`src/rtl/eiwc_pkg.sv`:
```
`timescale 1ns / 1ps
// shared types and constants for the edge implication window checker
// no dependencies

package eiwc_pkg;

    // width of the sampled input and output vectors
    localparam int VEC_WIDTH = 32;
    // config field widths
    localparam int BIT_IDX_W = 5;
    localparam int DELAY_W   = 6;
    // apb port geometry: eight 32-bit registers at byte address 4*i
    localparam int APB_ADDR_W = 5;
    localparam int APB_DATA_W = 32;
    localparam int REG_IDX_W  = 3;

    typedef enum logic [REG_IDX_W-1:0] {
        REG_REQ_FROM_OUTPUT = 3'd0,
        REG_REQ_ON_FALL     = 3'd1,
        REG_REQ_BIT         = 3'd2,
        REG_WINDOW_START    = 3'd3,
        REG_WINDOW_END      = 3'd4,
        REG_ACK_FROM_OUTPUT = 3'd5,
        REG_ACK_ON_FALL     = 3'd6,
        REG_ACK_BIT         = 3'd7
    } t_reg_idx;

    localparam logic [DELAY_W-1:0] WINDOW_RESET = 6'd1;

    typedef struct packed {
        logic [VEC_WIDTH-1:0] in_bits;
        logic [VEC_WIDTH-1:0] out_bits;
        logic                 last_cycle;
    } t_in_beat;

    typedef struct packed {
        logic trigger_seen;
        logic ack_seen;
        logic fail_now;
        logic passing;
    } t_out_beat;

    typedef struct packed {
        logic                 req_from_output;
        logic                 req_on_fall;
        logic [BIT_IDX_W-1:0] req_bit;
        logic [DELAY_W-1:0]   window_start;
        logic [DELAY_W-1:0]   window_end;
        logic                 ack_from_output;
        logic                 ack_on_fall;
        logic [BIT_IDX_W-1:0] ack_bit;
    } t_cfg;

    // selected bit of a vector, zero past the vector width
    function automatic logic pick_bit(logic [VEC_WIDTH-1:0] vec, logic [BIT_IDX_W-1:0] idx);
        logic r;
        r = 1'b0;
        if (int'(idx) < VEC_WIDTH) begin
            r = vec[idx];
        end
        return r;
    endfunction

endpackage

```
`src/rtl/eiwc_regs.sv`:
```
`timescale 1ns / 1ps
// apb configuration register file of the checker
// uses eiwc_pkg

module eiwc_regs (
    input  logic                            i_clk,
    input  logic                            i_rst_n,
    input  logic                            psel,
    input  logic                            penable,
    input  logic                            pwrite,
    input  logic [eiwc_pkg::APB_ADDR_W-1:0] paddr,
    input  logic [eiwc_pkg::APB_DATA_W-1:0] pwdata,
    output logic [eiwc_pkg::APB_DATA_W-1:0] prdata,
    output logic                            pready,
    output eiwc_pkg::t_cfg                  o_cfg
);
    import eiwc_pkg::*;

    t_cfg     r_cfg;
    t_reg_idx w_idx;
    logic     w_wr;

    assign w_idx  = t_reg_idx'(paddr[APB_ADDR_W-1:2]);
    assign w_wr   = psel && penable && pwrite;
    assign pready = 1'b1;
    assign o_cfg  = r_cfg;

    always_ff @(posedge i_clk) begin
        if (!i_rst_n) begin
            r_cfg              <= '0;
            r_cfg.window_start <= WINDOW_RESET;
            r_cfg.window_end   <= WINDOW_RESET;
        end else if (w_wr) begin
            case (w_idx)
                REG_REQ_FROM_OUTPUT: r_cfg.req_from_output <= pwdata[0];
                REG_REQ_ON_FALL:     r_cfg.req_on_fall     <= pwdata[0];
                REG_REQ_BIT:         r_cfg.req_bit         <= pwdata[BIT_IDX_W-1:0];
                REG_WINDOW_START:    r_cfg.window_start    <= pwdata[DELAY_W-1:0];
                REG_WINDOW_END:      r_cfg.window_end      <= pwdata[DELAY_W-1:0];
                REG_ACK_FROM_OUTPUT: r_cfg.ack_from_output <= pwdata[0];
                REG_ACK_ON_FALL:     r_cfg.ack_on_fall     <= pwdata[0];
                REG_ACK_BIT:         r_cfg.ack_bit         <= pwdata[BIT_IDX_W-1:0];
                default: ;
            endcase
        end
    end

    always_comb begin
        prdata = '0;
        case (w_idx)
            REG_REQ_FROM_OUTPUT: prdata[0] = r_cfg.req_from_output;
            REG_REQ_ON_FALL:     prdata[0] = r_cfg.req_on_fall;
            REG_REQ_BIT:         prdata[BIT_IDX_W-1:0] = r_cfg.req_bit;
            REG_WINDOW_START:    prdata[DELAY_W-1:0] = r_cfg.window_start;
            REG_WINDOW_END:      prdata[DELAY_W-1:0] = r_cfg.window_end;
            REG_ACK_FROM_OUTPUT: prdata[0] = r_cfg.ack_from_output;
            REG_ACK_ON_FALL:     prdata[0] = r_cfg.ack_on_fall;
            REG_ACK_BIT:         prdata[BIT_IDX_W-1:0] = r_cfg.ack_bit;
            default:             prdata = '0;
        endcase
    end

endmodule

```
`src/rtl/eiwc_track.sv`:
```
`timescale 1ns / 1ps
// edge detect, pending trigger vector and sticky pass flag
// uses eiwc_pkg

module eiwc_track #(
    parameter int MAX_DELAY = 63
) (
    input  logic              i_clk,
    input  logic              i_rst_n,
    input  logic              i_fire,
    input  eiwc_pkg::t_in_beat i_beat,
    input  eiwc_pkg::t_cfg    i_cfg,
    output eiwc_pkg::t_out_beat o_res
);
    import eiwc_pkg::*;

    localparam logic [DELAY_W-1:0] MAX_D = DELAY_W'(MAX_DELAY);

    logic [VEC_WIDTH-1:0] r_prev_in, n_prev_in;
    logic [VEC_WIDTH-1:0] r_prev_out, n_prev_out;
    logic                 r_have_prev, n_have_prev;
    logic [MAX_DELAY-1:0] r_pending, n_pending;
    logic                 r_pass, n_pass;

    logic [DELAY_W-1:0] w_ws, w_we, w_we_cl;
    logic               w_req_now, w_req_before, w_ack_now, w_ack_before;
    logic               w_trig, w_ack;
    logic [MAX_DELAY:0] w_aged, w_win, w_tail, w_kept, w_failed;

    // clamp the window to the delay range, end never below start
    assign w_ws    = (i_cfg.window_start > MAX_D) ? MAX_D : i_cfg.window_start;
    assign w_we_cl = (i_cfg.window_end > MAX_D) ? MAX_D : i_cfg.window_end;
    assign w_we    = (w_we_cl < w_ws) ? w_ws : w_we_cl;

    assign w_req_now    = i_cfg.req_from_output ? pick_bit(i_beat.out_bits, i_cfg.req_bit)
                                                : pick_bit(i_beat.in_bits, i_cfg.req_bit);
    assign w_req_before = i_cfg.req_from_output ? pick_bit(r_prev_out, i_cfg.req_bit)
                                                : pick_bit(r_prev_in, i_cfg.req_bit);
    assign w_ack_now    = i_cfg.ack_from_output ? pick_bit(i_beat.out_bits, i_cfg.ack_bit)
                                                : pick_bit(i_beat.in_bits, i_cfg.ack_bit);
    assign w_ack_before = i_cfg.ack_from_output ? pick_bit(r_prev_out, i_cfg.ack_bit)
                                                : pick_bit(r_prev_in, i_cfg.ack_bit);

    assign w_trig = r_have_prev && (i_cfg.req_on_fall ? (!w_req_now && w_req_before)
                                                      : (w_req_now && !w_req_before));
    assign w_ack  = r_have_prev && (i_cfg.ack_on_fall ? (!w_ack_now && w_ack_before)
                                                      : (w_ack_now && !w_ack_before));

    // age by one, new trigger at age zero
    assign w_aged = {r_pending, w_trig};

    always_comb begin
        for (int a = 0; a <= MAX_DELAY; a++) begin
            w_win[a]  = (DELAY_W'(a) >= w_ws) && (DELAY_W'(a) <= w_we);
            w_tail[a] = (DELAY_W'(a) >= w_we);
        end
    end

    assign w_kept   = w_ack ? (w_aged & ~w_win) : w_aged;
    assign w_failed = i_beat.last_cycle ? w_kept : (w_kept & w_tail);

    always_comb begin
        n_pass = r_pass && (w_failed == '0);
        if (i_beat.last_cycle) begin
            n_pending   = '0;
            n_have_prev = 1'b0;
            n_prev_in   = '0;
            n_prev_out  = '0;
        end else begin
            // top age is always at or past the window end, so it never stays
            n_pending   = w_kept[MAX_DELAY-1:0] & ~w_failed[MAX_DELAY-1:0];
            n_have_prev = 1'b1;
            n_prev_in   = i_beat.in_bits;
            n_prev_out  = i_beat.out_bits;
        end
    end

    always_ff @(posedge i_clk) begin
        if (!i_rst_n) begin
            r_prev_in   <= '0;
            r_prev_out  <= '0;
            r_have_prev <= 1'b0;
            r_pending   <= '0;
            r_pass      <= 1'b1;
        end else if (i_fire) begin
            r_prev_in   <= n_prev_in;
            r_prev_out  <= n_prev_out;
            r_have_prev <= n_have_prev;
            r_pending   <= n_pending;
            r_pass      <= n_pass;
        end
    end

    assign o_res.trigger_seen = w_trig;
    assign o_res.ack_seen     = w_ack;
    assign o_res.fail_now     = (w_failed != '0);
    assign o_res.passing      = n_pass;

endmodule

```
`src/rtl/edge_implication_window_checker_core.sv`:
```
`timescale 1ns / 1ps
// edge implication window checker, top level
// uses eiwc_pkg, eiwc_regs, eiwc_track
//
// monitors the rule "edge on the trigger bit, then an edge on the ack bit
// within window_start..window_end cycles". each input beat is one sampled
// design cycle (input vector, output vector, last flag); each beat gives
// exactly one result beat (trigger_seen, ack_seen, fail_now, passing).
// both channels use valid/stall; a beat moves when valid is high and stall low.
// an accepted beat waits in the input register; its result is computed from it
// combinationally and loaded into the result register once that slot is free.
// throughput is one beat per clock while the receiver does not stall, set by
// the single pass through the edge detect and pending-age update between the
// input register and the result register. when the receiver stalls, the result
// register holds and the input register still takes one more beat; stall goes
// back upstream only once both are full. reset (synchronous, active low) empties
// both registers, clears all pending triggers, sets passing and loads the config
// defaults. config is to be written over apb while no beat is in flight; the
// block itself does not enforce this. pready is always high.

module edge_implication_window_checker_core #(
    parameter int MAX_DELAY = 63
) (
    input  logic                            i_clk,
    input  logic                            i_rst_n,
    // sampled cycle beats in
    input  logic                            i_in_valid,
    output logic                            o_in_stall,
    input  eiwc_pkg::t_in_beat              i_in_beat,
    // result beats out
    output logic                            o_out_valid,
    input  logic                            i_out_stall,
    output eiwc_pkg::t_out_beat             o_out_beat,
    // config port
    input  logic                            psel,
    input  logic                            penable,
    input  logic                            pwrite,
    input  logic [eiwc_pkg::APB_ADDR_W-1:0] paddr,
    input  logic [eiwc_pkg::APB_DATA_W-1:0] pwdata,
    output logic [eiwc_pkg::APB_DATA_W-1:0] prdata,
    output logic                            pready
);
    import eiwc_pkg::*;

    t_cfg      w_cfg;
    t_out_beat w_res;

    // input register
    logic      r_in_valid;
    t_in_beat  r_in_beat;
    // result register
    logic      r_out_valid;
    t_out_beat r_out_beat;

    logic w_out_free;  // result slot can take a new beat this cycle
    logic w_fire;      // input register beat is processed this cycle
    logic w_in_take;   // a new input beat is accepted this cycle

    assign w_out_free = !r_out_valid || !i_out_stall;
    assign w_fire     = r_in_valid && w_out_free;
    assign o_in_stall = r_in_valid && !w_out_free;
    assign w_in_take  = i_in_valid && !o_in_stall;

    eiwc_regs u_regs (
        .i_clk   (i_clk),
        .i_rst_n (i_rst_n),
        .psel    (psel),
        .penable (penable),
        .pwrite  (pwrite),
        .paddr   (paddr),
        .pwdata  (pwdata),
        .prdata  (prdata),
        .pready  (pready),
        .o_cfg   (w_cfg)
    );

    eiwc_track #(
        .MAX_DELAY (MAX_DELAY)
    ) u_track (
        .i_clk   (i_clk),
        .i_rst_n (i_rst_n),
        .i_fire  (w_fire),
        .i_beat  (r_in_beat),
        .i_cfg   (w_cfg),
        .o_res   (w_res)
    );

    // input register: refills whenever it empties or is processed
    always_ff @(posedge i_clk) begin
        if (!i_rst_n) begin
            r_in_valid <= 1'b0;
        end else if (!r_in_valid || w_fire) begin
            r_in_valid <= w_in_take;
        end
    end

    always_ff @(posedge i_clk) begin
        if (w_in_take) begin
            r_in_beat <= i_in_beat;
        end
    end

    // result register: holds while stalled
    always_ff @(posedge i_clk) begin
        if (!i_rst_n) begin
            r_out_valid <= 1'b0;
        end else if (w_out_free) begin
            r_out_valid <= r_in_valid;
        end
    end

    always_ff @(posedge i_clk) begin
        if (w_fire) begin
            r_out_beat <= w_res;
        end
    end

    assign o_out_valid = r_out_valid;
    assign o_out_beat  = r_out_beat;

endmodule

```
`config.mk`:
```
export PLATFORM = sky130hd
export DESIGN_NAME = edge_implication_window_checker_core
export DESIGN_NICKNAME = d
export VERILOG_FILES = /design/src/rtl/eiwc_pkg.sv /design/src/rtl/eiwc_regs.sv /design/src/rtl/eiwc_track.sv /design/src/rtl/edge_implication_window_checker_core.sv
export SDC_FILE = /design/constraint.sdc
export NUM_CORES = 1
export LEC_CHECK = 0
export ABC_AREA = 1
export BUFFER_PORTS_ARGS = -buffer_cell sky130_fd_sc_hd__buf_4
export CAP_MARGIN = 5
export CORE_MARGIN = 2
export CORE_UTILIZATION = 65
export DETAILED_ROUTE_END_ITERATION = 7
export PLACE_DENSITY = 0.91
export SLEW_MARGIN = 5
export SYNTH_ARGS = -nofsm -noshare
export SYNTH_HDL_FRONTEND = slang
export SYNTH_HIERARCHICAL = 1
export SYNTH_SLANG_ARGS = --single-unit
```
`constraint.sdc`:
```
create_clock -name i_clk -period 6.82 [get_ports i_clk]
set_input_delay 0.682 -clock i_clk [delete_from_list [all_inputs] [get_ports i_clk]]
set_output_delay 0.682 -clock i_clk [all_outputs]
set_load 0.005 [all_outputs]
```
==> After elaboration in Yosys (flattened, before gate mapping) <==
Cells that the tools add are included.
{ "word_totals": {"ff_bits": 226, "inputBits": 109, "out_inout_bits": 39, "wordCells": 363} }
{ "op_classes": {"magnitude_cmp": 197, "n_eq_ne": 7, "mux": 34, "n_bitwise": 5, "n_reduce_logical": 98} }
{ "op_table": {"columns": ["operator", "count"], "rows": [
  ["6-bit greater-or-equal comparator, first input constant", 64],
  ["5-bit by 6-bit greater-or-equal comparator with 1-bit output, first input constant", 32],
  ["6-bit less-or-equal comparator, first input constant", 32],
  ["64-bit bitwise AND", 2],
  ["64-bit two-way mux", 2],
  ["4-bit by 6-bit greater-or-equal comparator with 1-bit output, first input constant", 16],
  ["5-bit by 6-bit less-or-equal comparator with 1-bit output, first input constant", 16],
  ["1-bit logical AND", 76],
  ["64-bit zero test", 1],
  ["32-bit two-way mux", 2],
  ["64-bit inverter", 1],
  ["64-bit nonzero test", 1],
  ["63-bit bitwise AND", 1],
  ["63-bit two-way mux", 1],
  ["63-bit inverter", 1],
  ["3-bit by 6-bit greater-or-equal comparator with 1-bit output, first input constant", 8],
  ["4-bit by 6-bit less-or-equal comparator with 1-bit output, first input constant", 8],
  ["1-bit binary-select mux with 5-bit select", 8],
  ["1-bit by 6-bit greater-or-equal comparator with 1-bit output, first input constant", 4],
  ["2-bit by 6-bit greater-or-equal comparator with 1-bit output, first input constant", 4],
  ["3-bit by 6-bit less-or-equal comparator with 1-bit output, first input constant", 4],
  ["6-bit two-way mux", 3],
  ["4-bit one-hot mux with 4 select lines", 1],
  ["2-bit AND reduction", 8],
  ["14 further kinds", 45]
]} }

==> Logic depth before layout (Yosys ltp) <==
{ "depth": {"depth_word": 14, "ltp_mapped": 28, "mapped_depth_nobuf": 26} }

==> Modules after synthesis <==
The synthesis kept the hierarchy.
{ "modules_own_cells": {"columns": ["mod", "instances", "cells_each", "area_each_um2", "seq_area_each_um2"], "rows": [
  ["eiwc_track", 1, 1828, 10324.9, 2582.5],
  ["edge_implication_window_checker_core", 1, 82, 2167.1, 2112.0],
  ["eiwc_regs", 1, 204, 1522.7, 520.5]
]} }

==> Worst setup path before layout <==
No wires, ideal clock.
{ "synth_timing": {"path_kind": "register to register", "from": "register u_regs.r_cfg (netlist bit u_regs/o_cfg[18])", "to": "register r_out_beat (netlist bit o_out_beat[0]), data pin", "setup_ns": 0.251, "arrival_ns": 2.834, "required_time_ns": 6.569, "slack_ns": 3.735, "stages_incl_launch_ff": 26, "cell_sequence": "dfxtp_1 > inv_1 > clkbuf_1 > ha_1 > inv_1 > o21bai_1 > nor2_4 > buf_2 > nand3_1 > nand2_4 > nand2_2 > nor2_1 > nor2_2 > nand2_1 > nor2_1 > nand2_1 > nand3_1 > nand2_1 > nor2_1 > nand2_1 > nor2_1 > nand2_1 > nor2_2 > nand2_1 > inv_1 > buf_4"} }
{ "synth_between": {"elab_chain_cells": 13, "word_cells_on_any_way": 267, "cone_classes": "order compare: 194; mux: 4; bitwise: 3; reduce/logical: 66"} }
{ "synth_lines": {"columns": ["element", "line_no", "text"], "rows": [
  ["start, declared", "eiwc_regs.sv:19", "t_cfg r_cfg;"],
  ["6-bit > comparator", "eiwc_track.sv:31", "assign w_ws = (i_cfg.window_start > MAX_D) ? MAX_D : i_cfg.window_start;"],
  ["6-bit two-way mux *", "eiwc_track.sv:31", null],
  ["6-bit less-than comparator", "eiwc_track.sv:33", "assign w_we = (w_we_cl < w_ws) ? w_ws : w_we_cl;"],
  ["6-bit two-way mux", "eiwc_track.sv:33", null],
  ["1-bit by 6-bit less-or-equal comparator with 1-bit output, or another cell as far along", "eiwc_track.sv:54", "w_win[a] = (DELAY_W'(a) >= w_ws) && (DELAY_W'(a) <= w_we);"],
  ["1-bit logical AND", "eiwc_track.sv:54", null],
  ["64-bit inverter", "eiwc_track.sv:59", "assign w_kept = w_ack ? (w_aged & ~w_win) : w_aged;"],
  ["64-bit bitwise AND", "eiwc_track.sv:59", null],
  ["64-bit two-way mux", "eiwc_track.sv:59", null],
  ["64-bit bitwise AND", "eiwc_track.sv:60", "assign w_failed = i_beat.last_cycle ? w_kept : (w_kept & w_tail);"],
  ["64-bit two-way mux *", "eiwc_track.sv:60", null],
  ["64-bit zero test *", "eiwc_track.sv:63", "n_pass = r_pass && (w_failed == '0);"],
  ["1-bit logical AND *", "eiwc_track.sv:63", null],
  ["named net u_track.n_pass", "eiwc_track.sv:23", "logic r_pass, n_pass;"],
  ["end signal, assigned", "edge_implication_window_checker_core.sv:114", "r_out_beat <= w_res;"],
  ["end, declared", "edge_implication_window_checker_core.sv:53", "t_out_beat r_out_beat;"]
]} }
Mark *: on every way through the listed nets, which the timed path passes. The rest lies on a longest branch.
A chain may end at the register's enable or synchronous reset.

==> run metrics <==
Routed WL=43800 µm; row count=53; most used cell, CP=nand2_1; die area=22800 µm²; Final Util=72.3%; Post-synth ARST share=0%; Critical Path Source Type=flip-flop; CP endpoint kind=flip-flop; Final min period=4910 ps; DR WL/cell=18.2 µm; non-filler instance count after layout=2412; Setup Skew=14.9 ps; Final setup viols=0; initial antenna violation count=0; worst-path cell chain=inv_2 -> nand2_1 -> nand3_1 -> nand3_1 -> nand2_1 -> nand2_1 -> nand3_1 -> nand3_1 -> nand3_1 -> nand2_1 -> buf_4 -> nand4_1 -> nand3_1 -> nand2_1 -> nor2_1 -> nand2_1 -> nor2_1 -> nand2_1 -> nor2_2 -> inv_1; fin crit share=72.0%; CP arrival=5210 ps; vias in the first global route=13896; Total Neg Setup Slack=0 ps; CP required=7120 ps; outcome=finished, violations left; LEAKAGE=6.16 nW; Primary FF master, synth=dfxtp_1; power density cells=217 nW/µm²; H-tree levels=1; core box area=21100 µm²; largest net degree at the start of global routing=125; syn_area_per_cell=6.63 µm²; Hold Violations, Final=0; leading cell type in the layout, fill and taps excluded=nand2_1; DRT iter0 DRCs=2137; worst slew pin tran=1070 ps; synthesis-to-layout area growth=8.82%; post-synthesis sequential area ratio=37.2%; Worst path slowest cell=dfxtp_2; DP Wirelength=28500 µm; Syn Std Cell Area=14000 µm²; DRC=11; Worst slew margin=28.8%; die span in x=151 µm; CTS max path bufs=3; Syn. warnings=6; Yosys reg bits=226; Global Route Usage Sum=37.8%; Avg Vias per Cell=6.32; Starting Density=66.5%; clock sink count=226; worst skew pair latency=550 ps; GR Overflow Total=0; gpl congestion=0.993; failing checks=DRC; CTS tree=yes; Root Driver=clkbuf_16; worst hold slack=307 ps; hold crit path type=in2reg; # placed instances=2366; fmax=204 MHz; post-CTS setup repair buffer count=0; # diodes=0; Ports=148; synthesized instance count=2114; hold path depth=1; MaxCap Viol Count=0; worst reg2reg path depth=20; EDFF count, synth=69; crit-path max cell delay=790 ps; distinct cell type count after synthesis=46; unrepaired setup endpoints after global routing=no; worst setup path class=reg2reg; die height=151 µm; Layout Nets=2230; first-pass GRT wire length=69100 µm; cts hold-fix bufs=0; port buffer count=92; drt pass-1 iters=8; crit path max fanout=54; commonest cells after routing, fill and taps aside=622 x nand2_1, 321 x nand3_1, 183 x nor2_1; via count=15242; Max Transition Viols Final=0; CTS buffer count=25; layout cell share with drive strength beyond 1=10.6%; post-route ant nets=0; Resized cells post-CTS=0; CTS clk-pin slew, worst paths=60 ps; Peak supply drop=0.248 mV
-- cell families after synthesis --
kind of cell / synth area share (%)
AOI/OAI and AO/OA: 12.4
adders and majority gates: 0.268
buffers and inverters: 9.63
and+or+nand+nor: 40.4
other: 0.0536
DFF: 37.2
-- report_power, final --
| group | leakage (nW) | internal, mW | switching, mW |
|---|---|---|---|
| logic | 3.81 | 0.137 | 0.288 |
| registers | 1.95 | 1.45 | 0.0543 |
| clock network | 0.405 | 0.803 | 0.571 |
| total | 6.16 | 2.39 | 0.913 |
-- state kept, by name, summed over array words and instances (netlist names) --
| register | count |
|---|---|
| r_in_beat | 65 |
| u_track/r_pending | 63 |
| u_track/r_prev_in | 32 |
| u_track/r_prev_out | 32 |
| u_regs/o_cfg | 26 |
| o_out_beat | 4 |
| o_out_valid | 1 |
| r_in_valid | 1 |
| u_track/r_have_prev | 1 |
| u_track/r_pass | 1 |
-- Yosys cell counts (3+ instances only) --
cell | instances | share of area, %
nand3b_1 | 11 | 0.59
inv_2 | 16 | 0.43
nand2_4 | 7 | 0.56
o21ai_1 | 13 | 0.46
edfxtp_1 | 69 | 15
and3_1 | 3 | 0.13
nor2_8 | 3 | 0.43
a31oi_1 | 4 | 0.18
nor3_1 | 9 | 0.32
clkbuf_1 | 68 | 1.8
nand3_2 | 3 | 0.21
ha_1 | 3 | 0.27
buf_4 | 41 | 2.2
nor2_1 | 184 | 4.9
o21ai_0 | 119 | 4.2
inv_1 | 96 | 2.6
buf_6 | 13 | 1.0
a21oi_1 | 179 | 6.4
dfxtp_1 | 157 | 22
nand2_1 | 622 | 17
clkinv_1 | 3 | 0.080
nand4_1 | 70 | 3.1
o31ai_1 | 4 | 0.21
nand2_2 | 16 | 0.71
buf_2 | 26 | 0.93
buf_1 | 9 | 0.24
nor2_4 | 4 | 0.32
nand3_1 | 321 | 11
nor2_2 | 14 | 0.62
o211ai_1 | 6 | 0.32
-- stage by stage --
stage / worst slack (ps) / instance area (µm²) / total power, mW
floorplan: 3730 / 14100 / 1.82
global placement: 2280 / 14400 / 1.92
detailed placement: 2240 / 14400 / 1.94
CTS: 2150 / 15300 / 3.29
global route: 1580 / 15300 / 3.40
finish: 1910 / 15300 / 3.31
-- final timing paths --
kind	start	endpoint	slack, ps
min	i_in_beat[58]	r_in_beat[58]	310
min reg2reg	u_track/r_prev_out[2]	u_track/r_prev_out[2]	480
max	u_regs/o_cfg[0]	o_out_beat[1]	1910
max reg2reg	u_regs/o_cfg[0]	o_out_beat[1]	1910
-- critical path, delay by kind of cell (launching register included) --
kind | cells | cell delay, ps
buffers and inverters | 3 | 1130
flip-flops | 1 | 790
AND/OR/NAND/NOR | 17 | 2690
-- layout make-up --
type                    instances  area, µm²
multi-input cells            1635       7560
fillers                      1735       5840
flip-flops and latches        226       5220
repair buffers                109        818
clock buffers                  36        707
inverters                     121        477
well taps                     275        344
clock inverters                10        124
-- per-layer routing --
metal | vias up | wire, µm | GRT usage [%]
met2 | 1105 | 19700 | 61.1
li1 | 7043 | - | -
met3 | 185 | 5430 | 7.29
met4 | 0 | 1770 | 15.4
met5 | - | 0 | 0
met1 | 6909 | 16900 | 49.9
Power figures use the tool's default switching activity.
